--- src/srdz_pkg.sv ---
// Shared constants, types and the divider step function for the stick radial dead zone block.
package srdz_pkg;

   localparam int AXIS_BITS = 16;
   localparam int FRAC_BITS = 15;
   localparam int CFG_BITS  = 16;
   // Magnitude of one axis, one bit wider than a signed axis value minus the sign.
   localparam int MAG_BITS  = AXIS_BITS;
   // Sum of two squares of magnitudes.
   localparam int SQ_BITS   = 2 * MAG_BITS + 1;
   // Square root width, rounded up to whole result bits.
   localparam int LEN_BITS  = (SQ_BITS + 1) / 2;
   localparam int SQ_PAD    = 2 * LEN_BITS;
   // Dividend of the gain division: (len - dead) << FRAC_BITS.
   localparam int GNUM_BITS = LEN_BITS + FRAC_BITS;
   // Gain width and product width of one axis.
   localparam int GAIN_BITS = FRAC_BITS;
   localparam int PROD_BITS = MAG_BITS + GAIN_BITS;
   localparam int DIVR_BITS = LEN_BITS + 1;

   localparam logic [CFG_BITS-1:0] DEAD_RESET = CFG_BITS'(8000);
   localparam logic [CFG_BITS-1:0] FULL_RESET = CFG_BITS'(30000);
   localparam logic [GAIN_BITS-1:0] GAIN_MAX  = {GAIN_BITS{1'b1}};

   // Register indexes of the configuration port.
   typedef enum logic [0:0] {
      CSR_DEAD_ZONE  = 1'b0,
      CSR_FULL_SCALE = 1'b1
   } csr_index_type;

   // Data handed from one square root cell to the next.
   typedef struct packed {
      logic                        valid;
      logic [SQ_PAD-1:0]           rem;
      logic [LEN_BITS-1:0]         root;
      logic signed [AXIS_BITS-1:0] ax;
      logic signed [AXIS_BITS-1:0] ay;
   } sqrt_lane_type;

   // Data handed from one divider cell to the next. A single shared cell shape
   // serves the gain divide and the two axis divides (the two axis lanes side by side).
   typedef struct packed {
      logic [PROD_BITS:0]   rem;
      logic [PROD_BITS-1:0] quo;
   } div_lane_type;

   typedef struct packed {
      logic                        valid;
      logic                        dead;
      logic                        zero;
      logic                        sat;
      logic [LEN_BITS-1:0]         len;
      logic [DIVR_BITS-1:0]        span;
      logic signed [AXIS_BITS-1:0] ax;
      logic signed [AXIS_BITS-1:0] ay;
      div_lane_type                g;
   } gain_lane_type;

   typedef struct packed {
      logic                 valid;
      logic                 dead;
      logic                 zero;
      logic                 neg_x;
      logic                 neg_y;
      logic [LEN_BITS-1:0]  len;
      div_lane_type         dx;
      div_lane_type         dy;
   } scale_lane_type;

   // One restoring division step: shift in the next dividend bit and try to subtract.
   function automatic div_lane_type div_step(div_lane_type d, logic nbit,
                                             logic [DIVR_BITS-1:0] divisor);
      div_lane_type         r;
      logic [PROD_BITS+1:0] t;
      r = d;
      t = {d.rem, nbit};
      if (t >= {{(PROD_BITS + 2 - DIVR_BITS){1'b0}}, divisor}) begin
         t = t - {{(PROD_BITS + 2 - DIVR_BITS){1'b0}}, divisor};
         r.quo = {d.quo[PROD_BITS-2:0], 1'b1};
      end else begin
         r.quo = {d.quo[PROD_BITS-2:0], 1'b0};
      end
      r.rem = t[PROD_BITS:0];
      return r;
   endfunction

endpackage

--- src/srdz_div_cell.sv ---
// One cell of the divider chain: one quotient bit per lane per cycle while the row advances.
module srdz_div_cell
   import srdz_pkg::*;
(
   input  logic           clock,
   input  logic           reset,
   input  logic           advance,
   input  logic           gain_stage,
   input  logic [$clog2(PROD_BITS)-1:0] step,
   input  gain_lane_type  gain_in,
   output gain_lane_type  gain_out,
   input  scale_lane_type scale_in,
   output scale_lane_type scale_out,
   input  logic [PROD_BITS-1:0] num_x,
   input  logic [PROD_BITS-1:0] num_y
);

   gain_lane_type  gain_ff, gain_c;
   scale_lane_type scale_ff, scale_c;
   logic [GNUM_BITS-1:0] gnum;
   logic [PROD_BITS-1:0] gbit_vec;

   // Each cell takes the dividend bit at its own position, most significant first.
   always_comb begin
      gain_c  = gain_in;
      scale_c = scale_in;
      gnum    = {GNUM_BITS{1'b0}};
      gbit_vec = {PROD_BITS{1'b0}};
      if (gain_stage) begin
         gnum = {gain_in.len, {FRAC_BITS{1'b0}}};
         gbit_vec = PROD_BITS'(gnum);
         gain_c.g = div_step(gain_in.g, gbit_vec[PROD_BITS - 1 - int'(step)],
                             gain_in.span);
      end else begin
         scale_c.dx = div_step(scale_in.dx, num_x[PROD_BITS - 1 - int'(step)],
                               {1'b0, scale_in.len});
         scale_c.dy = div_step(scale_in.dy, num_y[PROD_BITS - 1 - int'(step)],
                               {1'b0, scale_in.len});
      end
   end

   always_ff @(posedge clock) begin
      if (reset) begin
         gain_ff.valid  <= 1'b0;
         scale_ff.valid <= 1'b0;
      end else if (advance) begin
         gain_ff  <= gain_c;
         scale_ff <= scale_c;
      end
   end

   assign gain_out  = gain_ff;
   assign scale_out = scale_ff;

endmodule
--- config.mk ---
export PLATFORM = sky130hd
export DESIGN_NAME = srdz_div_cell
export DESIGN_NICKNAME = d
export VERILOG_FILES = /design/src/srdz_pkg.sv /design/src/srdz_div_cell.sv
export SDC_FILE = /design/constraint.sdc
export NUM_CORES = 1
export LEC_CHECK = 0
export ABC_AREA = 1
export ABC_CLOCK_PERIOD_IN_PS = 18400
export BUFFER_PORTS_ARGS = -buffer_cell sky130_fd_sc_hd__buf_2
export CORE_AREA = 2 2 249 251
export CTS_CLUSTER_DIAMETER = 50
export DETAILED_ROUTE_END_ITERATION = 12
export DIE_AREA = 0 0 251 253
export PLACE_DENSITY = 0.57
export SKIP_LAST_GASP = 1
export SLEW_MARGIN = 25
export SYNTH_ARGS = -nofsm -noshare
export SYNTH_HDL_FRONTEND = slang
export SYNTH_SLANG_ARGS = --single-unit
--- constraint.sdc ---
create_clock -name clock -period 18.4 [get_ports clock]
set_input_delay 2.76 -clock clock [delete_from_list [all_inputs] [get_ports clock]]
set_output_delay 2.76 -clock clock [all_outputs]
set_load 0.05 [all_outputs]
Word-level counts from Yosys, hierarchy flattened --
Cells that the tools add are included.
Cells by class: $add $sub $neg 4, order comparisons 4, multiplexer cells 17, bitwise logic cells 1, reductions and logical operators 1
Operator list (count):
- 126-bit 2-to-1 mux | 1
- 32-bit 2-to-1 mux | 3
- 33-bit by 17-bit greater-or-equal comparator with 1-bit output | 2
- 32-bit by 17-bit subtractor with 32-bit output | 2
- 63-bit 2-to-1 mux | 1
- 33-bit by 18-bit greater-or-equal comparator with 1-bit output | 1
- 32-bit by 18-bit subtractor with 32-bit output | 1
- 1-bit binary-select mux with 5-bit select | 3
- 1-bit 2-to-1 mux | 9
- 6-bit by 7-bit less-than comparator with 1-bit output (second input constant) | 1
- 5-bit by 5-bit subtractor with 6-bit output (first input constant) | 1
- 2-bit AND reduction | 1
- 1-bit inverter | 1
Storage, ports and cells: register bits after elaboration 282, input bits 353, output and inout port bits 282, logic and storage cells 47

Depth between registers and ports, before layout --
depth after elaboration 7, gate-level depth with buffers 25

Worst setup path after synthesis --
Ideal clock, no wire load.
path kind in2reg, start point in advance, end point reg gain_ff (netlist bit gain_out[0]) (enable), setup time 932 ps, arrival time 14505 ps, data required time 17468 ps, slack 2963 ps, cell stages on the path 2, cells stage by stage inv_1 > nor2_1
On the way: word-level cells in the longest chain between the ends 1
RTL lines:
- start, declared | line srdz_div_cell.sv:7 | input logic advance,
- 2-bit AND reduction (no source line)
- end signal, assigned | line srdz_div_cell.sv:47 | gain_ff <= gain_c;
- end, declared | line srdz_div_cell.sv:18 | gain_lane_type gain_ff, gain_c;
Every way passes these cells. A chain may end at the register's enable or synchronous reset.

==> impl_results.md <==
* Status: complete, no violations
* Initial antenna violation count at 8
* Clk_lat worst skew at 0.58 ns
* Most used cell, CP: nor2_1
* DRT Pass-1 Iters at 5
* Starting density of the core at a little under a third
* Final std cell area, no fill at 23900 µm²
* Filler cell count at ~6500
* Startpoint Class: primary input
* Most frequent cells in the layout: nand2_1, buf_2, inv_1
* Area of the multi-input gates at between 8000 and 9000 µm²
* WL per Instance at 17.2 µm
* Placer Congestion at between 0.9 and 1
* Rows at 91
* FF/Latch Area at around 8400 µm²
* CTS root buffer: clkbuf_16
* Port bufs at approximately 630
* Crit share post-route at about a third
* Synthesis-stage register bit count at between 200 and 300
* Fmax at roughly 160 MHz
* Remaining antenna violation count at 0
* Net Count, Synth at 2914
* I/O pin count at 635
* Final setup fails at 0
* Yosys warning total at 0
* Post-synth EDFFs at 280
* Post-Route Setup TNS at 0 ns
* Clock network fraction of design power at 38.9%
* Layout cells sized above 1 at roughly 25%
* Kind of critical path: primary input to register
* Synth cell types at 43
* # hold bufs at CTS at 0
* Maximum vdd drop at 0.0703 mV
* Sw frac at around a third
* Leading area contributor after synthesis: edfxtp_1
* Tot GR Track Use at 20.6%
* CP Cell Sequence: buf_2 -> ha_1 -> nor2_1 -> nand2_1 -> nand2_1 -> nor2_1 -> nor2_1 -> nand2_1 -> nand3_1 -> nand2_2 -> ha_1 -> nand3_1 -> nor2_1 -> nand4_1 -> nand4_2 -> nand3_1 -> o21ai_1
* CP max-delay cell: nand4_2
* Post-synth top area share at 45.5%
* Crit-path max FO at 37
* Gate power share at between 20% and 30%
* Hpwl dp at 54000 µm
* Net Sw Power at ~760 µW
* Die ar. at 63500 µm²
* Asr flop ratio synth at 0%
* Leakage Power at approximately 12 nW
* Synth-to-Final Area Change at 29.2%
* CTS Buf Count at 44
* DRT iter0 DRCs at 1206
* Crit. End Element: register
* Clock sinks at 282
* First-pass GRT wire length at about 100000 µm
* Measured slew at the worst slew-check pin at just under 1 ns
* PostCTS Resize Cnt at 0
* Vias in the first global route at roughly 17000
* Clock skew at 0 ns
* Tmin final at 6.39 ns
* Clock slew at reported path FFs at around 0.06 ns
* Slew margin rel. at 33.6%
* Worst path required time at about 19 ns
* Synthesized instance count at approximately 2500
* CP peak stage delay at just under 0.8 ns
* Number of remaining DRC errors at 0
* Cell Pwr Density at 91.1 nW/µm²
* Total number of vias at 18200
* Crit path DAT at approximately 6.7 ns
* Longest Clk Path Bufs at 3
* Area of placed instances at 22400 µm²
* RSZ-0062 raised after global routing: no
* Total global routing overflow at 0
* Seq/Total Area, Yosys at between 40% and 50%
* Top area cells in the synthesized netlist: edfxtp_1, nand2_1, inv_1
* Core ar. at 61000 µm²
* Net count reported at finish at around 3500
* CTS tree: done
* Commonest non-fill, non-tap cell in the layout: nand2_1
* Fin. Hold Viols at 0
* Tightest Hold Check Type: register to register
* Vias/cell at approximately 4.6
* Max_cap viols at 0
* Prevailing post-synth register cell: edfxtp_1
* Sequential cell fraction of total power at roughly 36%
* Pint at ~1.4 mW
* Die width at between 200 and 300 µm
* H-tree depth at 2
* CP delay by family, top: simple AND/OR/NAND/NOR gates
* Post-CTS Repair Setup Buffers at 0
* Largest net degree at the start of global routing at 84
* Synth Cell Area at 18500 µm²
* Critical path buffers and inverters at 1
* Slew Viols, Final at 0
* Routed WL at a little under 70000 µm
* Mean Syn Cell Area at between 7 and 8 µm²
* Die Span Y at roughly 250 µm
-- cell usage after synthesis (2+ instances only) --
library cell,n
o21bai_1,5
clkbuf_1,33
xor2_1,4
nand3_2,3
a21oi_2,5
nor3_2,3
nor2_1,157
nand3_4,2
o21ai_0,48
nor2_4,3
or2_2,3
nand2_2,34
edfxtp_1,280
buf_6,10
buf_4,2
nand3_1,215
fa_1,3
nand3b_1,23
o21ai_1,5
nand4_1,19
nor3_1,27
ha_1,53
a21oi_1,38
xnor2_1,33
buf_2,16
inv_1,325
dfxtp_1,2
nand2_1,1106
inv_2,14
nor2_2,17
nor2b_1,2
buf_1,4
-- final timing paths --
| check | start | endpoint | slack (ns) | cells past startpoint |
|---|---|---|---|---|
| hold reg to reg | scale_out[147]$_SDFFE_PP0P_ | scale_out[147]$_SDFFE_PP0P_ | 0.46 | 2 |
| hold / removal | scale_out[147]$_SDFFE_PP0P_ | scale_out[147]$_SDFFE_PP0P_ | 0.46 | 2 |
| setup reg to reg | gain_out[133]$_SDFFE_PP0P_ | gain_out[133]$_SDFFE_PP0P_ | 17.82 | 2 |
| setup / recovery | step[0] | scale_out[50]$_DFFE_PP_ | 12.01 | 17 |
-- power by group through the flow --
stage	Combinational, mW	Clock [mW]	Sequential [mW]
floorplan	0.211	0	0.969
global placement	0.548	0	0.792
detailed placement	0.550	0	0.793
CTS	0.551	0.871	0.780
global route	0.598	0.895	0.784
finish	0.550	0.847	0.780
-- sequential cells by signal, summed over array words and instances, names as in the netlist --
name / cells
scale_out: 148
gain_out: 134
-- logic make-up (layout without fill, tap and decap cells) --
kind of cell,count (synthesis),after routing,synth area share [%]
xor+xnor,38,38,1.84
buf+inv,406,1065,8.86
flops,282,282,45.7
fa+ha+maj,56,56,3.91
simple gates,1620,1620,36.7
compound gates,103,103,3.00
other cells,0,4,0
-- layout make-up --
| type | count | share of cell area (%) |
|---|---|---|
| clock buffers | 48 | 4.67 |
| clock inverters | 34 | 1.58 |
| well taps | 790 | 4.14 |
| repair buffers | 643 | 13.7 |
| multi-input cells | 1817 | 35.2 |
| diodes | 4 | 0.0419 |
| inverters | 340 | 5.36 |
| flip-flops and latches | 282 | 35.4 |
-- layer usage --
metal	routed length [µm]	up-vias	track usage, %
met5	46	-	0
met4	2400	8	8.15
met3	4230	131	4.05
met2	32700	591	35.0
met1	28600	8239	25.6
li1	-	9215	-
-- metrics by stage --
step           utilization, %  setup WS [ns]  hold slack, ns  std cells  total power, mW
3_5_place_dp             36.7          11.39           0.458       3872             1.34
3_3_place_gp             36.6          11.48           0.449       3871             1.34
5_1_grt                  39.2          11.58           0.494       3958             2.28
4_1_cts                  39.1          12.01           0.467       3954             2.20
6_report                 39.2          12.01           0.463       3958             2.18
2_1_floorplan               -           2.96           0.674       2505             1.18
-- worst register-to-register path: stages (launching register included) --
cell and delay (ns):
dfxtp_1 0.32, nand2_1 0.06, a21oi_1 0.13
(Power assumes the default switching activity.)
