`config.mk`:
```
export PLATFORM = sky130hd
export DESIGN_NAME = srdz_sqrt_cell
export DESIGN_NICKNAME = d
export VERILOG_FILES = /design/src/srdz_pkg.sv /design/src/srdz_sqrt_cell.sv
export SDC_FILE = /design/constraint.sdc
export NUM_CORES = 1
export LEC_CHECK = 0
export BUFFER_PORTS_ARGS = -buffer_cell sky130_fd_sc_hd__clkbuf_2
export CORE_ASPECT_RATIO = 0.9
export CORE_MARGIN = 2
export CORE_UTILIZATION = 25
export CTS_CLUSTER_SIZE = 25
export DETAILED_ROUTE_END_ITERATION = 16
export HOLD_SLACK_MARGIN = 0.06
export PLACE_DENSITY_LB_ADDON = 0.08
export SYNTH_ARGS = -nofsm -noshare
export SYNTH_HDL_FRONTEND = slang
export SYNTH_SLANG_ARGS = --single-unit
export TNS_END_PERCENT = 1
```
`constraint.sdc`:
```
create_clock -name clock -period 9.8 [get_ports clock]
set_input_delay 0.98 -clock clock [delete_from_list [all_inputs] [get_ports clock]]
set_output_delay 0.98 -clock clock [all_outputs]
set_load 0.02 [all_outputs]
```
`src/srdz_pkg.sv`:
```
// Shared constants, types and the divider step function for the stick radial dead zone block.
package srdz_pkg;

   localparam int AXIS_BITS = 16;
   localparam int FRAC_BITS = 15;
   localparam int CFG_BITS  = 16;
   // Magnitude of one axis, one bit wider than a signed axis value minus the sign.
   localparam int MAG_BITS  = AXIS_BITS;
   // Sum of two squares of magnitudes.
   localparam int SQ_BITS   = 2 * MAG_BITS + 1;
   // Square root width, rounded up to whole result bits.
   localparam int LEN_BITS  = (SQ_BITS + 1) / 2;
   localparam int SQ_PAD    = 2 * LEN_BITS;
   // Dividend of the gain division: (len - dead) << FRAC_BITS.
   localparam int GNUM_BITS = LEN_BITS + FRAC_BITS;
   // Gain width and product width of one axis.
   localparam int GAIN_BITS = FRAC_BITS;
   localparam int PROD_BITS = MAG_BITS + GAIN_BITS;
   localparam int DIVR_BITS = LEN_BITS + 1;

   localparam logic [CFG_BITS-1:0] DEAD_RESET = CFG_BITS'(8000);
   localparam logic [CFG_BITS-1:0] FULL_RESET = CFG_BITS'(30000);
   localparam logic [GAIN_BITS-1:0] GAIN_MAX  = {GAIN_BITS{1'b1}};

   // Register indexes of the configuration port.
   typedef enum logic [0:0] {
      CSR_DEAD_ZONE  = 1'b0,
      CSR_FULL_SCALE = 1'b1
   } csr_index_type;

   // Data handed from one square root cell to the next.
   typedef struct packed {
      logic                        valid;
      logic [SQ_PAD-1:0]           rem;
      logic [LEN_BITS-1:0]         root;
      logic signed [AXIS_BITS-1:0] ax;
      logic signed [AXIS_BITS-1:0] ay;
   } sqrt_lane_type;

   // Data handed from one divider cell to the next. A single shared cell shape
   // serves the gain divide and the two axis divides (the two axis lanes side by side).
   typedef struct packed {
      logic [PROD_BITS:0]   rem;
      logic [PROD_BITS-1:0] quo;
   } div_lane_type;

   typedef struct packed {
      logic                        valid;
      logic                        dead;
      logic                        zero;
      logic                        sat;
      logic [LEN_BITS-1:0]         len;
      logic [DIVR_BITS-1:0]        span;
      logic signed [AXIS_BITS-1:0] ax;
      logic signed [AXIS_BITS-1:0] ay;
      div_lane_type                g;
   } gain_lane_type;

   typedef struct packed {
      logic                 valid;
      logic                 dead;
      logic                 zero;
      logic                 neg_x;
      logic                 neg_y;
      logic [LEN_BITS-1:0]  len;
      div_lane_type         dx;
      div_lane_type         dy;
   } scale_lane_type;

   // One restoring division step: shift in the next dividend bit and try to subtract.
   function automatic div_lane_type div_step(div_lane_type d, logic nbit,
                                             logic [DIVR_BITS-1:0] divisor);
      div_lane_type         r;
      logic [PROD_BITS+1:0] t;
      r = d;
      t = {d.rem, nbit};
      if (t >= {{(PROD_BITS + 2 - DIVR_BITS){1'b0}}, divisor}) begin
         t = t - {{(PROD_BITS + 2 - DIVR_BITS){1'b0}}, divisor};
         r.quo = {d.quo[PROD_BITS-2:0], 1'b1};
      end else begin
         r.quo = {d.quo[PROD_BITS-2:0], 1'b0};
      end
      r.rem = t[PROD_BITS:0];
      return r;
   endfunction

endpackage

```
`src/srdz_sqrt_cell.sv`:
```
// One cell of the square root chain: settles one result bit per cycle while the row advances.
module srdz_sqrt_cell
   import srdz_pkg::*;
(
   input  logic          clock,
   input  logic          reset,
   input  logic          advance,
   input  logic [$clog2(LEN_BITS)-1:0] step,
   input  sqrt_lane_type lane_in,
   output sqrt_lane_type lane_out
);

   sqrt_lane_type lane_ff, lane_in_c;
   logic [SQ_PAD+1:0] rem_sh;
   logic [SQ_PAD+1:0] root_sh;

   // Bit-pair digit recurrence: the remainder stays in place, the trial value shifts.
   always_comb begin
      lane_in_c = lane_in;
      rem_sh    = {2'b00, lane_in.rem} >> (2 * (LEN_BITS - 1 - int'(step)));
      root_sh   = {{(SQ_PAD + 2 - LEN_BITS - 2){1'b0}}, lane_in.root, 2'b01};
      if (rem_sh >= root_sh) begin
         lane_in_c.root = {lane_in.root[LEN_BITS-2:0], 1'b1};
         lane_in_c.rem  = lane_in.rem -
            SQ_PAD'(root_sh << (2 * (LEN_BITS - 1 - int'(step))));
      end else begin
         lane_in_c.root = {lane_in.root[LEN_BITS-2:0], 1'b0};
      end
   end

   always_ff @(posedge clock) begin
      if (reset) begin
         lane_ff.valid <= 1'b0;
      end else if (advance) begin
         lane_ff <= lane_in_c;
      end
   end

   assign lane_out = lane_ff;

endmodule

```
======== After elaboration in Yosys (flattened, before gate mapping) ========
Cells that the tools add are included.
storage, ports and cells
  register bits ........................... 84
  logic and storage cells ................. 14
  input port bits ......................... 92
  output and inout bits ................... 84
operators by class
  order comparisons ....................... 1
  $add $sub $neg .......................... 2
  shift operators ......................... 2
  reduce and logical (&&, ||, !) cells .... 1
  mux-type cells .......................... 2
  bitwise logic cells ..................... 1
operator list
  operator             count
  $ge 36x19->1         1
  $shr 34x32->36       1
  $mux 34              1
  $shl 19x32->34       1
  $sub 34x34->34       1
  $sub 5x5->6 const A  1
  $reduce_and 2->1     1
  $mux 1               1
  $not 1->1            1

======== Logic depth before layout (Yosys ltp) ========
Gate-level depths: netlist of the first run.
  word-level depth ........................ 4
  depth in mapped cells ................... 26
  mapped depth without buffers ............ 20

======== Least setup slack after synthesis of the first run ========
No wires, ideal clock.
  path type ............................... in2reg
  start point ............................. in step[0]
  end point ............................... reg lane_ff (netlist bit lane_out[78]), data pin
  required time ........................... 9540 ps
  path buffers ............................ 8
  setup slack ............................. 3544 ps
  arrival ................................. 5995 ps
  stages .................................. 23
  setup time .............................. 260 ps
  cell sequence ........................... buf_2 -> buf_2 -> inv_1 -> ha_1 -> clkbuf_1 -> clkbuf_1 -> buf_1 -> buf_1 -> clkbuf_1 -> buf_1 -> a21oi_1 -> o22ai_1 -> nand2_1 -> ha_1 -> a21oi_1 -> o21ai_0 -> a2111oi_0 -> a21oi_1 -> o41ai_1 -> o21bai_1 -> a21oi_1 -> xnor2_1 -> mux2_4
RTL lines
  what                  line                  RTL
  start, declared       srdz_sqrt_cell.sv:8   input logic [$clog2(LEN_BITS)-1:0] step,
  end signal, assigned  srdz_sqrt_cell.sv:35  lane_ff <= lane_in_c;
  end, declared         srdz_sqrt_cell.sv:13  sqrt_lane_type lane_ff, lane_in_c;

==> report_table.html, run 1 <==
<table>
<tr><th>Metric</th><th>Value</th></tr>
<tr><th colspan="2">CTS</th></tr>
<tr><td>Gates resized, CTS repair</td><td>0</td></tr>
<tr><td>Clock transition at the registers of the reported paths</td><td>0.07 ns</td></tr>
<tr><td>Total clock buffers created by CTS</td><td>9</td></tr>
<tr><td># clock sinks</td><td>84</td></tr>
<tr><td>Clock tree from TritonCTS</td><td>yes</td></tr>
<tr><td>Clock network latency to the later pin of the worst-skew pair</td><td>0.33 ns</td></tr>
<tr><td>Number of setup buffers added after CTS</td><td>0</td></tr>
<tr><td>Clock root buffer</td><td>sky130_fd_sc_hd__clkbuf_16</td></tr>
<tr><td>Total number of H-tree levels</td><td>3</td></tr>
<tr><td>Hold-fix buffers at CTS</td><td>0</td></tr>
<tr><td>Maximum clock insertion buffer count</td><td>2</td></tr>
<tr><th colspan="2">Yosys</th></tr>
<tr><td>Warning count from the yosys run</td><td>0</td></tr>
<tr><td>Share of synthesized flip-flops with an asynchronous set or reset</td><td>0%</td></tr>
<tr><td>Leading area contributor after synthesis</td><td>sky130_fd_sc_hd__edfxtp_1</td></tr>
<tr><td>Post-synthesis register bit count</td><td>84</td></tr>
<tr><td>Sequential fraction of the synthesis area</td><td>32.6%</td></tr>
<tr><td>Post-synthesis area per instance</td><td>8.50 µm²</td></tr>
<tr><td>Share of the synthesized area in the top cell type</td><td>32.3%</td></tr>
<tr><td>Post-synth top flop</td><td>sky130_fd_sc_hd__edfxtp_1</td></tr>
<tr><td>EDFF count, synth</td><td>83</td></tr>
<tr><td>Post-Syn Instances</td><td>908</td></tr>
<tr><td>Most area-consuming cells after synthesis</td><td>sky130_fd_sc_hd__edfxtp_1 (32%), sky130_fd_sc_hd__ha_1 (8.3%), sky130_fd_sc_hd__a21oi_1 (5.3%)</td></tr>
<tr><td>Total standard cell area after synthesis</td><td>0.00771 mm²</td></tr>
<tr><td>Most used standard cell by instance count after synthesis</td><td>sky130_fd_sc_hd__nor2_1</td></tr>
<tr><td>Synthesized netlist net count</td><td>1051</td></tr>
<tr><td>Netlist cell types</td><td>70</td></tr>
<tr><td>Most used standard cells in the synthesized netlist</td><td>sky130_fd_sc_hd__nor2_1 (104), sky130_fd_sc_hd__nand2_1 (102), sky130_fd_sc_hd__edfxtp_1 (83)</td></tr>
<tr><th colspan="2">Worst setup path</th></tr>
<tr><td>R2R setup slack</td><td>9.22 ns</td></tr>
<tr><td>Worst reg2reg endpoint</td><td>lane_out[83]</td></tr>
<tr><td>Crit Reg-Reg Startpoint</td><td>lane_out[83]</td></tr>
<tr><td>Critical path class</td><td>input pin to flip-flop</td></tr>
<tr><td>Start point of the critical path</td><td>step[0]</td></tr>
<tr><td>Count of buffering cells on the critical path with inverters included</td><td>2</td></tr>
<tr><td>Dominant delay contributor by cell family on the critical path</td><td>compound AO/OA/AOI/OAI gates</td></tr>
<tr><td>Crit path launch type</td><td>input pin</td></tr>
<tr><td>Peak per-stage delay on the critical path</td><td>0.98 ns</td></tr>
<tr><td>Biggest fanout along the worst timing path</td><td>19</td></tr>
<tr><td>Critical path's slowest cell</td><td>sky130_fd_sc_hd__o41ai_1</td></tr>
<tr><td>Data arrival at the endpoint of the critical path</td><td>6.70 ns</td></tr>
<tr><td>Cells along the critical path</td><td>clkbuf_2 &gt; inv_1 &gt; ha_2 &gt; or3b_2 &gt; nor3_1 &gt; a21o_1 &gt; nand2b_1 &gt; nor2_1 &gt; nand2_1 &gt; ha_1 &gt; a21o_1 &gt; a31o_2 &gt; a31oi_1 &gt; nand4bb_1 &gt; a21oi_1 &gt; o41ai_1 &gt; o21bai_1 &gt; a21oi_1 &gt; xnor2_1 &gt; mux2_4</td></tr>
<tr><td>Required arrival time at the worst endpoint</td><td>9.89 ns</td></tr>
<tr><td>Worst R2R Path Depth</td><td>2</td></tr>
<tr><td>Worst setup EP type</td><td>flip-flop</td></tr>
<tr><th colspan="2">Floorplan</th></tr>
<tr><td>Chip Width</td><td>189 µm</td></tr>
<tr><td>Num ports</td><td>176</td></tr>
<tr><td>Total core area</td><td>0.0306 mm²</td></tr>
<tr><td>Area of the die</td><td>0.0323 mm²</td></tr>
<tr><td># rows</td><td>61</td></tr>
<tr><td>Initial Utilization</td><td>25.2%</td></tr>
<tr><td>DIE HEIGHT</td><td>171 µm</td></tr>
<tr><th colspan="2">STA</th></tr>
<tr><td>Number of slew-limit violations in the final report</td><td>0</td></tr>
<tr><td>Final setup vio count</td><td>0</td></tr>
<tr><td>Slew margin rel.</td><td>24.6%</td></tr>
<tr><td>Final worst-path cycle share</td><td>67.5%</td></tr>
<tr><td>Number of endpoints with negative hold slack in the final report</td><td>0</td></tr>
<tr><td>Tightest Pin Transition</td><td>1.12 ns</td></tr>
<tr><td>Minimum setup slack in the final design</td><td>3.19 ns</td></tr>
<tr><td>Worst clock skew on the final layout</td><td>0 ns</td></tr>
<tr><td>Setup tns final</td><td>0 ns</td></tr>
<tr><td>Achievable clock frequency</td><td>0.151 GHz</td></tr>
<tr><td>Tmin final</td><td>6.61 ns</td></tr>
<tr><td>Unrepaired setup endpoints after global routing</td><td>false</td></tr>
<tr><th colspan="2">Placement</th></tr>
<tr><td>Post-Place Worst Slack</td><td>2.84 ns</td></tr>
<tr><td>Number of port buffers</td><td>175</td></tr>
<tr><td>RePlAce Congestion</td><td>0.872</td></tr>
<tr><td>Sum of net half-perimeters after detailed placement</td><td>22.8 mm</td></tr>
<tr><th colspan="2">GRT</th></tr>
<tr><td>Global-route total usage across every layer</td><td>17.9%</td></tr>
<tr><td>Largest net degree at the start of global routing</td><td>78</td></tr>
<tr><td>First-pass GRT wire length</td><td>44.1 mm</td></tr>
<tr><td>Via count of the first global-routing pass</td><td>7101</td></tr>
<tr><td>Leftover overflow at the end of global routing</td><td>0</td></tr>
<tr><td>Initial antenna violation count</td><td>0</td></tr>
<tr><th colspan="2">Drt</th></tr>
<tr><td>Number of DRC markers after the initial detailed-route iteration</td><td>777</td></tr>
<tr><td>Total via count in the routed design</td><td>7432</td></tr>
<tr><td>Wire length per cell after detailed routing</td><td>19.8 µm</td></tr>
<tr><td>Vias per Instance</td><td>5.07</td></tr>
<tr><td>Total wirelength of the detailed-routed design</td><td>29.1 mm</td></tr>
<tr><td>Number of optimization iterations in the first detailed-route pass</td><td>5</td></tr>
<tr><td>Post-route DRC</td><td>0</td></tr>
<tr><td>Number of routed nets with antenna violations</td><td>0</td></tr>
<tr><th colspan="2">Min path</th></tr>
<tr><td>Hold Startpoint</td><td>lane_out[83]</td></tr>
<tr><td>Type of the most critical hold path</td><td>flip-flop to flip-flop</td></tr>
<tr><td>Endpoint with the worst hold slack</td><td>lane_out[83]</td></tr>
<tr><td>Instance count along the most critical hold path</td><td>2</td></tr>
<tr><th colspan="2">Power</th></tr>
<tr><td>Comb power frac</td><td>38.8%</td></tr>
<tr><td>Switching share of power</td><td>37.0%</td></tr>
<tr><td>Worst IR drop on VDD</td><td>0.0777 mV</td></tr>
<tr><td>PwrDens</td><td>139 mW/mm²</td></tr>
<tr><td>Static Leak</td><td>3.80 nW</td></tr>
<tr><td>Cell-internal power</td><td>0.815 mW</td></tr>
<tr><td>Flop pwr share</td><td>34.1%</td></tr>
<tr><td>Psw</td><td>0.479 mW</td></tr>
<tr><td>Clock Power Share</td><td>27.1%</td></tr>
<tr><th colspan="2">Cells and area</th></tr>
<tr><td>Flip-flop count of the largest register, all copies and words added</td><td>84</td></tr>
<tr><td>FILL cells</td><td>3346</td></tr>
<tr><td>Total area of multi-input combinational cells</td><td>0.00487 mm²</td></tr>
<tr><td>Number of antenna repair diodes</td><td>0</td></tr>
<tr><td>Number of nets in the final layout</td><td>1196</td></tr>
<tr><td>Area of all sequential standard cells</td><td>0.00251 mm²</td></tr>
<tr><td>Layout overhead on the synthesized area</td><td>20.8%</td></tr>
<tr><td>Fraction of final layout cells with drive strength greater than 1</td><td>23.7%</td></tr>
<tr><th colspan="2">Outcome</th></tr>
<tr><td>Result of the run</td><td>finished, final reports clean</td></tr>
<tr><th colspan="2">Run</th></tr>
<tr><td>Max-cap violation count</td><td>0</td></tr>
</table>
## power groups by stage
| stage | combinational (mW) | clock, mW | sequential, mW |
|---|---|---|---|
| global route | 0.556 | 0.379 | 0.445 |
| global placement | 0.507 | 0 | 0.450 |
| CTS | 0.504 | 0.365 | 0.442 |
| finish | 0.502 | 0.350 | 0.442 |
| detailed placement | 0.502 | 0 | 0.450 |
| floorplan | 0.304 | 0 | 0.491 |
## area by class of cell
cell class                      instances  share of cell area, %
Multi-Input combinational cell        731                   52.2
Inverter                               37                   1.49
Tap cell                              409                   5.49
Clock buffer                           10                   2.46
Clock inverter                          6                  0.765
Sequential cell                        84                   27.0
Timing Repair Buffer                  190                   10.6
## per-layer routing
metal / wire [µm] / vias up / share of wire [%] / track usage [%]
met5: 0 / - / 0 / 0
met4: 733 / 0 / 2.5 / 5.71
met3: 1420 / 32 / 4.9 / 2.63
met2: 12500 / 237 / 43 / 27.4
met1: 14400 / 3490 / 49 / 25.8
li1: - / 3673 / - / -
## placed cells by master, fill, tap and decap left out, drive strengths merged, types with 7 or more instances in the layout
cell type and n:
nand2 102, o21ai 78, nor3 16, a211oi 9
a221oi 7, xor2 14, nand3 22, ha 51
o21bai 7, mux2 17, clkbuf 185, nor2 104
inv 39, a21oi 91, nand4 9, xnor2 20
buf 15, o211ai 11, mux2i 31, edfxtp 83
a21o 10, nand2b 10, a31oi 14
## per-stage QoR
| step | cells | hold WS (ns) | utilization, % | power (mW) | area, µm² |
|---|---|---|---|---|---|
| floorplan | 908 | 0.579 | - | 0.795 | 7710 |
| global placement | 1451 | 0.490 | 29.5 | 0.957 | 9020 |
| detailed placement | 1451 | 0.502 | 29.5 | 0.952 | 9020 |
| CTS | 1467 | 0.516 | 30.5 | 1.31 | 9320 |
| global route | 1467 | 0.549 | 30.5 | 1.38 | 9320 |
| finish | 1467 | 0.507 | 30.5 | 1.29 | 9320 |
## cells by family after synthesis
logic type / count (synthesis) / share of synthesized area, %
adders and majority gates: 51 / 8.27
and+or+nand+nor: 298 / 17.3
DFF: 84 / 32.6
xor gates and xnor gates: 34 / 3.96
buffers and inverters: 93 / 5.01
muxes: 52 / 8.16
AOI/OAI and AO/OA: 296 / 24.8
## how the worst max path moves through the flow
stage,cells after the start,slack [ns],end
finish,20,3.19,lane_out[78]
global route,20,2.66,lane_out[80]
floorplan,23,3.54,lane_out[78]
detailed placement,20,2.84,lane_out[80]
CTS,20,3.19,lane_out[78]
global placement,20,2.94,lane_out[78]
## worst reg2reg max path, cell delays in order, from the launching register on
cell                      delay, ns
sky130_fd_sc_hd__dfxtp_1       0.31
sky130_fd_sc_hd__mux2i_1       0.12
sky130_fd_sc_hd__nor2_1        0.05
Power figures use the tool's default switching activity.
==> run 2, diff against run 1 <==
==> constraint.sdc (replaced) <==
create_clock -name clock -period 6.2 [get_ports clock]
set_input_delay 0.62 -clock clock [delete_from_list [all_inputs] [get_ports clock]]
set_output_delay 0.62 -clock clock [all_outputs]
set_load 0.02 [all_outputs]
==> report_table.html, run 2 (same netlist as run 1, synthesis figures left out) <==
<table>
<tr><th>Metric</th><th>Value</th></tr>
<tr><th colspan="2">Outcome</th></tr>
<tr><td>Result of the run</td><td>finished, final reports clean</td></tr>
<tr><th colspan="2">Power</th></tr>
<tr><td>PwrDens</td><td>221 mW/mm²</td></tr>
<tr><td>Worst IR drop on VDD</td><td>0.107 mV</td></tr>
<tr><td>Static Leak</td><td>3.87 nW</td></tr>
<tr><th colspan="2">CTS</th></tr>
<tr><td>Hold-fix buffers at CTS</td><td>0</td></tr>
<tr><td>Total clock buffers created by CTS</td><td>9</td></tr>
<tr><td>Clock root buffer</td><td>sky130_fd_sc_hd__clkbuf_16</td></tr>
<tr><td>Total number of H-tree levels</td><td>3</td></tr>
<tr><td>Clock network latency to the later pin of the worst-skew pair</td><td>0.34 ns</td></tr>
<tr><td>Number of setup buffers added after CTS</td><td>0</td></tr>
<tr><td>Clock tree from TritonCTS</td><td>yes</td></tr>
<tr><td># clock sinks</td><td>84</td></tr>
<tr><td>Clock transition at the registers of the reported paths</td><td>0.07 ns</td></tr>
<tr><td>Gates resized, CTS repair</td><td>0</td></tr>
<tr><td>Maximum clock insertion buffer count</td><td>2</td></tr>
<tr><th colspan="2">Floorplan</th></tr>
<tr><td>Chip Width</td><td>189 µm</td></tr>
<tr><td># rows</td><td>61</td></tr>
<tr><td>Total core area</td><td>0.0306 mm²</td></tr>
<tr><td>DIE HEIGHT</td><td>171 µm</td></tr>
<tr><td>Initial Utilization</td><td>25.2%</td></tr>
<tr><td>Area of the die</td><td>0.0323 mm²</td></tr>
<tr><td>Num ports</td><td>176</td></tr>
<tr><th colspan="2">Cells and area</th></tr>
<tr><td>Highest-count cells in the layout ignoring fill and taps</td><td>sky130_fd_sc_hd__clkbuf_2 (175), sky130_fd_sc_hd__nor2_1 (104), sky130_fd_sc_hd__nand2_1 (102)</td></tr>
<tr><td>Number of non-filler instances in the completed layout</td><td>1481</td></tr>
<tr><td>Area of all sequential standard cells</td><td>0.00251 mm²</td></tr>
<tr><td>Total area of multi-input combinational cells</td><td>0.00485 mm²</td></tr>
<tr><td>Number of antenna repair diodes</td><td>0</td></tr>
<tr><td>FILL cells</td><td>3341</td></tr>
<tr><td>Most common cell after layout, fill and taps aside</td><td>sky130_fd_sc_hd__clkbuf_2</td></tr>
<tr><td>Layout overhead on the synthesized area</td><td>22.1%</td></tr>
<tr><td>Fraction of final layout cells with drive strength greater than 1</td><td>24.5%</td></tr>
<tr><td>Flip-flop count of the largest register, all copies and words added</td><td>84</td></tr>
<tr><td>Number of nets in the final layout</td><td>1210</td></tr>
<tr><th colspan="2">Worst setup path</th></tr>
<tr><td>Crit path launch type</td><td>input pin</td></tr>
<tr><td>Start point of the critical path</td><td>step[1]</td></tr>
<tr><td>R2R setup slack</td><td>5.62 ns</td></tr>
<tr><td>Worst reg2reg endpoint</td><td>lane_out[83]</td></tr>
<tr><td>Critical path destination</td><td>lane_out[75]</td></tr>
<tr><td>Data arrival at the endpoint of the critical path</td><td>5.53 ns</td></tr>
<tr><td>Critical path class</td><td>input pin to flip-flop</td></tr>
<tr><td>Biggest fanout along the worst timing path</td><td>10</td></tr>
<tr><td>Crit Reg-Reg Startpoint</td><td>lane_out[83]</td></tr>
<tr><td>Required arrival time at the worst endpoint</td><td>6.30 ns</td></tr>
<tr><td>Worst setup EP type</td><td>flip-flop</td></tr>
<tr><td>Worst R2R Path Depth</td><td>2</td></tr>
<tr><th colspan="2">STA</th></tr>
<tr><td>Final setup vio count</td><td>0</td></tr>
<tr><td>Number of slew-limit violations in the final report</td><td>0</td></tr>
<tr><td>Minimum setup slack in the final design</td><td>0.768 ns</td></tr>
<tr><td>Tightest Pin Transition</td><td>0.920 ns</td></tr>
<tr><td>Final worst-path cycle share</td><td>87.6%</td></tr>
<tr><td>Setup tns final</td><td>0 ns</td></tr>
<tr><td>Worst clock skew on the final layout</td><td>0 ns</td></tr>
<tr><td>Number of endpoints with negative hold slack in the final report</td><td>0</td></tr>
<tr><td>Unrepaired setup endpoints after global routing</td><td>false</td></tr>
<tr><td>Tmin final</td><td>5.43 ns</td></tr>
<tr><td>Achievable clock frequency</td><td>0.184 GHz</td></tr>
<tr><td>Slew margin rel.</td><td>38.6%</td></tr>
<tr><th colspan="2">GRT</th></tr>
<tr><td>Via count of the first global-routing pass</td><td>7283</td></tr>
<tr><td>Initial antenna violation count</td><td>0</td></tr>
<tr><td>First-pass GRT wire length</td><td>45.4 mm</td></tr>
<tr><td>Global-route total usage across every layer</td><td>18.6%</td></tr>
<tr><td>Leftover overflow at the end of global routing</td><td>0</td></tr>
<tr><td>Largest net degree at the start of global routing</td><td>70</td></tr>
<tr><th colspan="2">Placement</th></tr>
<tr><td>Sum of net half-perimeters after detailed placement</td><td>24.3 mm</td></tr>
<tr><td>Post-Place Worst Slack</td><td>0.400 ns</td></tr>
<tr><td>Dpl cells</td><td>1465</td></tr>
<tr><td>Number of port buffers</td><td>175</td></tr>
<tr><td>RePlAce Congestion</td><td>0.922</td></tr>
<tr><th colspan="2">Drt</th></tr>
<tr><td>Number of routed nets with antenna violations</td><td>0</td></tr>
<tr><td>Total via count in the routed design</td><td>7608</td></tr>
<tr><td>Number of optimization iterations in the first detailed-route pass</td><td>5</td></tr>
<tr><td>Vias per Instance</td><td>5.14</td></tr>
<tr><td>Wire length per cell after detailed routing</td><td>20.6 µm</td></tr>
<tr><td>Post-route DRC</td><td>0</td></tr>
<tr><td>Total wirelength of the detailed-routed design</td><td>30.6 mm</td></tr>
<tr><td>Number of DRC markers after the initial detailed-route iteration</td><td>589</td></tr>
<tr><th colspan="2">Min path</th></tr>
<tr><td>Type of the most critical hold path</td><td>input pin to flip-flop</td></tr>
<tr><th colspan="2">Run</th></tr>
<tr><td>Max-cap violation count</td><td>0</td></tr>
</table>
[run 2: how the worst min path moves through the flow]
stage,from,to,slack [ns],cells after the start
floorplan,lane_out[83],lane_out[83],0.58,2
global placement,lane_out[83],lane_out[83],0.49,2
detailed placement,lane_out[83],lane_out[83],0.49,2
CTS,lane_in[16],lane_out[16],0.42,1
global route,lane_in[12],lane_out[12],0.42,1
finish,lane_in[0],lane_out[0],0.44,1
[run 2: through the flow]
stage	cell area, µm²	power, mW	hold slack (ns)	utilization, %
floorplan	7710	1.26	0.579	-
global placement	9120	1.54	0.491	29.8
detailed placement	9120	1.53	0.494	29.8
CTS	9420	2.11	0.422	30.8
global route	9420	2.21	0.420	30.8
finish	9420	2.08	0.438	30.8
[run 2: worst max-delay path, stage by stage]
cell and delay, ns:
sky130_fd_sc_hd__clkbuf_2 0.15, sky130_fd_sc_hd__inv_1 0.08, sky130_fd_sc_hd__ha_2 0.25, sky130_fd_sc_hd__or3b_2 0.50, sky130_fd_sc_hd__nor3_1 0.27, sky130_fd_sc_hd__a21oi_1 0.25, sky130_fd_sc_hd__nor2_1 0.52, sky130_fd_sc_hd__o21ai_0 0.21
sky130_fd_sc_hd__ha_1 0.44, sky130_fd_sc_hd__and3_1 0.24, sky130_fd_sc_hd__and3_1 0.23, sky130_fd_sc_hd__o2111ai_1 0.12, sky130_fd_sc_hd__o221ai_1 0.33, sky130_fd_sc_hd__o211ai_1 0.18, sky130_fd_sc_hd__a31o_2 0.29, sky130_fd_sc_hd__a21boi_0 0.33
sky130_fd_sc_hd__or2_2 0.19, sky130_fd_sc_hd__xnor2_1 0.05, sky130_fd_sc_hd__mux2_4 0.25
[run 2: cell type report]
cell class,count,area share [%]
clock buffer,10,2.43
clock inverter,6,0.757
inverter,37,1.47
multi-input combinational,731,51.5
sequential,84,26.7
tap,409,5.43
timing repair buffer,204,11.7
[run 2: metal layers]
layer | global-route usage, % | wire length [µm] | share of wire, %
met3 | 2.58 | 1440 | 4.7
met4 | 5.10 | 634 | 2.1
met2 | 29.4 | 13300 | 44
met5 | 0 | 0 | 0
met1 | 26.6 | 15200 | 50
[run 2: power by group]
group	switching [mW]	leakage (nW)	internal, mW
combinational	0.524	2.94	0.296
clock	0.245	0.140	0.316
sequential	0.0106	0.790	0.687
total	0.780	3.87	1.30
==> run 3, diff against run 2 <==
--- a/config.mk
+++ b/config.mk
@@ -5,13 +5,14 @@
 export SDC_FILE = /design/constraint.sdc
 export NUM_CORES = 1
 export LEC_CHECK = 0
+export ABC_AREA = 1
 export BUFFER_PORTS_ARGS = -buffer_cell sky130_fd_sc_hd__clkbuf_2
 export CORE_ASPECT_RATIO = 0.9
 export CORE_MARGIN = 2
 export CORE_UTILIZATION = 25
 export CTS_CLUSTER_SIZE = 25
 export DETAILED_ROUTE_END_ITERATION = 16
-export HOLD_SLACK_MARGIN = 0.06
+export HOLD_SLACK_MARGIN = 0.1
 export PLACE_DENSITY_LB_ADDON = 0.08
 export SYNTH_ARGS = -nofsm -noshare
 export SYNTH_HDL_FRONTEND = slang
==> report_table.html, run 3 <==
<table>
<tr><th>Metric</th><th>Value</th></tr>
<tr><th colspan="2">CTS</th></tr>
<tr><td>Clock transition at the registers of the reported paths</td><td>0.09 ns</td></tr>
<tr><td>Total clock buffers created by CTS</td><td>9</td></tr>
<tr><td>Clock tree from TritonCTS</td><td>yes</td></tr>
<tr><td>Gates resized, CTS repair</td><td>0</td></tr>
<tr><td>Hold-fix buffers at CTS</td><td>0</td></tr>
<tr><td>Total number of H-tree levels</td><td>3</td></tr>
<tr><td># clock sinks</td><td>84</td></tr>
<tr><td>Number of setup buffers added after CTS</td><td>0</td></tr>
<tr><td>Clock root buffer</td><td>sky130_fd_sc_hd__clkbuf_16</td></tr>
<tr><td>Maximum clock insertion buffer count</td><td>2</td></tr>
<tr><td>Clock network latency to the later pin of the worst-skew pair</td><td>0.36 ns</td></tr>
<tr><th colspan="2">Yosys</th></tr>
<tr><td>Most area-consuming cells after synthesis</td><td>sky130_fd_sc_hd__edfxtp_1 (32%), sky130_fd_sc_hd__nand2_1 (16%), sky130_fd_sc_hd__ha_1 (8.3%)</td></tr>
<tr><td>EDFF count, synth</td><td>83</td></tr>
<tr><td>Post-synthesis area per instance</td><td>6.99 µm²</td></tr>
<tr><td>Most used standard cell by instance count after synthesis</td><td>sky130_fd_sc_hd__nand2_1</td></tr>
<tr><td>Most used standard cells in the synthesized netlist</td><td>sky130_fd_sc_hd__nand2_1 (338), sky130_fd_sc_hd__nand3_1 (117), sky130_fd_sc_hd__o21ai_0 (96)</td></tr>
<tr><td>Share of synthesized flip-flops with an asynchronous set or reset</td><td>0%</td></tr>
<tr><td>Warning count from the yosys run</td><td>0</td></tr>
<tr><td>Post-Syn Instances</td><td>1105</td></tr>
<tr><td>Sequential fraction of the synthesis area</td><td>32.5%</td></tr>
<tr><td>Post-synth top flop</td><td>sky130_fd_sc_hd__edfxtp_1</td></tr>
<tr><td>Leading area contributor after synthesis</td><td>sky130_fd_sc_hd__edfxtp_1</td></tr>
<tr><td>Total standard cell area after synthesis</td><td>0.00772 mm²</td></tr>
<tr><td>Synthesized netlist net count</td><td>1248</td></tr>
<tr><td>Share of the synthesized area in the top cell type</td><td>32.3%</td></tr>
<tr><td>Netlist cell types</td><td>50</td></tr>
<tr><td>Post-synthesis register bit count</td><td>84</td></tr>
<tr><th colspan="2">Drt</th></tr>
<tr><td>Vias per Instance</td><td>5.01</td></tr>
<tr><td>Post-route DRC</td><td>0</td></tr>
<tr><td>Total wirelength of the detailed-routed design</td><td>35.2 mm</td></tr>
<tr><td>Wire length per cell after detailed routing</td><td>20.8 µm</td></tr>
<tr><td>Number of optimization iterations in the first detailed-route pass</td><td>7</td></tr>
<tr><td>Number of routed nets with antenna violations</td><td>0</td></tr>
<tr><td>Number of DRC markers after the initial detailed-route iteration</td><td>853</td></tr>
<tr><td>Total via count in the routed design</td><td>8453</td></tr>
<tr><th colspan="2">STA</th></tr>
<tr><td>Setup tns final</td><td>0 ns</td></tr>
<tr><td>Achievable clock frequency</td><td>0.203 GHz</td></tr>
<tr><td>Slew margin rel.</td><td>34.0%</td></tr>
<tr><td>Tmin final</td><td>4.92 ns</td></tr>
<tr><td>Tightest Pin Transition</td><td>0.988 ns</td></tr>
<tr><td>Number of endpoints with negative hold slack in the final report</td><td>0</td></tr>
<tr><td>Worst clock skew on the final layout</td><td>0 ns</td></tr>
<tr><td>Final setup vio count</td><td>0</td></tr>
<tr><td>Unrepaired setup endpoints after global routing</td><td>false</td></tr>
<tr><td>Final worst-path cycle share</td><td>79.4%</td></tr>
<tr><td>Number of slew-limit violations in the final report</td><td>0</td></tr>
<tr><th colspan="2">Floorplan</th></tr>
<tr><td>Total core area</td><td>0.0307 mm²</td></tr>
<tr><td>DIE HEIGHT</td><td>171 µm</td></tr>
<tr><td>Num ports</td><td>176</td></tr>
<tr><td># rows</td><td>61</td></tr>
<tr><td>Chip Width</td><td>189 µm</td></tr>
<tr><td>Area of the die</td><td>0.0323 mm²</td></tr>
<tr><td>Initial Utilization</td><td>25.2%</td></tr>
<tr><th colspan="2">Power</th></tr>
<tr><td>Static Leak</td><td>4.36 nW</td></tr>
<tr><td>Flop pwr share</td><td>33.6%</td></tr>
<tr><td>Cell-internal power</td><td>1.21 mW</td></tr>
<tr><td>Switching share of power</td><td>41.3%</td></tr>
<tr><td>Clock Power Share</td><td>28.1%</td></tr>
<tr><td>PwrDens</td><td>219 mW/mm²</td></tr>
<tr><td>Comb power frac</td><td>38.3%</td></tr>
<tr><td>Psw</td><td>0.852 mW</td></tr>
<tr><td>Worst IR drop on VDD</td><td>0.122 mV</td></tr>
<tr><th colspan="2">Worst setup path</th></tr>
<tr><td>Critical path's slowest cell</td><td>sky130_fd_sc_hd__nand2_1</td></tr>
<tr><td>Critical path class</td><td>input pin to flip-flop</td></tr>
<tr><td>Data arrival at the endpoint of the critical path</td><td>5.05 ns</td></tr>
<tr><td>Dominant cell type by count on the critical path</td><td>sky130_fd_sc_hd__nand2_1</td></tr>
<tr><td>Biggest fanout along the worst timing path</td><td>34</td></tr>
<tr><td>Required arrival time at the worst endpoint</td><td>6.33 ns</td></tr>
<tr><td>Peak per-stage delay on the critical path</td><td>0.47 ns</td></tr>
<tr><td>Start point of the critical path</td><td>step[0]</td></tr>
<tr><td>Dominant delay contributor by cell family on the critical path</td><td>simple AND/OR/NAND/NOR gates</td></tr>
<tr><td>Count of buffering cells on the critical path with inverters included</td><td>7</td></tr>
<tr><td>Worst setup EP type</td><td>flip-flop</td></tr>
<tr><td>Crit Reg-Reg Startpoint</td><td>lane_out[83]</td></tr>
<tr><td>Crit path launch type</td><td>input pin</td></tr>
<tr><th colspan="2">Min path</th></tr>
<tr><td>Type of the most critical hold path</td><td>input pin to flip-flop</td></tr>
<tr><td>Hold Startpoint</td><td>lane_in[17]</td></tr>
<tr><th colspan="2">Outcome</th></tr>
<tr><td>Result of the run</td><td>finished, final reports clean</td></tr>
<tr><th colspan="2">Cells and area</th></tr>
<tr><td>Most common cell after layout, fill and taps aside</td><td>sky130_fd_sc_hd__nand2_1</td></tr>
<tr><td>Final cell utilization of the core</td><td>30.7%</td></tr>
<tr><td>Flip-flop count of the largest register, all copies and words added</td><td>84</td></tr>
<tr><td>Highest-count cells in the layout ignoring fill and taps</td><td>sky130_fd_sc_hd__nand2_1 (338), sky130_fd_sc_hd__clkbuf_2 (175), sky130_fd_sc_hd__nand3_1 (117)</td></tr>
<tr><td>Layout overhead on the synthesized area</td><td>22.1%</td></tr>
<tr><td>Fraction of final layout cells with drive strength greater than 1</td><td>18.4%</td></tr>
<tr><td>Number of nets in the final layout</td><td>1415</td></tr>
<tr><td>Number of antenna repair diodes</td><td>0</td></tr>
<tr><th colspan="2">Placement</th></tr>
<tr><td>Sum of net half-perimeters after detailed placement</td><td>28.4 mm</td></tr>
<tr><td>RePlAce Congestion</td><td>0.938</td></tr>
<tr><td>Number of port buffers</td><td>175</td></tr>
<tr><th colspan="2">GRT</th></tr>
<tr><td>Global-route total usage across every layer</td><td>21.5%</td></tr>
<tr><td>Largest net degree at the start of global routing</td><td>53</td></tr>
<tr><td>Initial antenna violation count</td><td>0</td></tr>
<tr><td>Leftover overflow at the end of global routing</td><td>0</td></tr>
<tr><td>Via count of the first global-routing pass</td><td>8010</td></tr>
<tr><td>First-pass GRT wire length</td><td>51.6 mm</td></tr>
<tr><th colspan="2">Run</th></tr>
<tr><td>Max-cap violation count</td><td>0</td></tr>
</table>
## run 3: cell types whose count changed after synthesis, moves of 26 or more
cell,delta
sky130_fd_sc_hd__nor2_1,-26
sky130_fd_sc_hd__mux2i_1,-30
sky130_fd_sc_hd__nand3_1,+95
sky130_fd_sc_hd__a21oi_1,-32
sky130_fd_sc_hd__inv_1,+57
sky130_fd_sc_hd__nand2_1,+236
## run 3: kinds of logic after synthesis
group,share of synthesized area [%]
xor+xnor,3.63
compound gates,17.5
flops,32.5
fa+ha+maj,8.26
buf+inv,7.63
mux,0.275
simple gates,30.2
## run 3: final timing paths
path	slack, ns	to	cells after the start
setup / recovery	1.28	lane_out[78]	28
setup reg to reg	5.65	lane_out[83]	2
hold / removal	0.43	lane_out[17]	1
hold reg to reg	0.46	lane_out[83]	2
## run 3: metrics by stage
stage	power (mW)	cells	worst slack, ns	cell area [µm²]	hold slack (ns)
detailed placement	1.49	1670	0.881	9120	0.452
CTS	2.08	1686	1.28	9430	0.418
floorplan	1.20	1105	1.37	7720	0.530
finish	2.06	1686	1.28	9430	0.427
global route	2.18	1686	0.818	9430	0.416
global placement	1.50	1670	0.906	9120	0.453
## run 3: area by class of cell
class                           instances  area [µm²]
Tap cell                              409         512
Fill cell                            3467       21300
Timing Repair Buffer                  201        1100
Clock inverter                          7        76.3
Inverter                               98         368
Sequential cell                        84        2510
Clock buffer                            9         225
Multi-Input combinational cell        878        4640
## run 3: power groups by stage
stage | Combinational [mW] | Clock (mW) | Sequential, mW
after floorplan | 0.428 | 0 | 0.767
after global placement | 0.793 | 0 | 0.705
after detailed placement | 0.783 | 0 | 0.706
after CTS | 0.786 | 0.599 | 0.694
after global routing | 0.866 | 0.618 | 0.697
final | 0.789 | 0.580 | 0.693
## run 3: metal layers
| metal | share of wire [%] | global-route usage (%) | wire length (µm) | up-vias |
|---|---|---|---|---|
| met2 | 43 | 32.8 | 15100 | 336 |
| met4 | 1.8 | 5.49 | 627 | 0 |
| met5 | 0 | 0 | 0 | - |
| met1 | 49 | 31.2 | 17100 | 3964 |
| li1 | - | - | - | 4121 |
| met3 | 6.5 | 3.65 | 2290 | 32 |
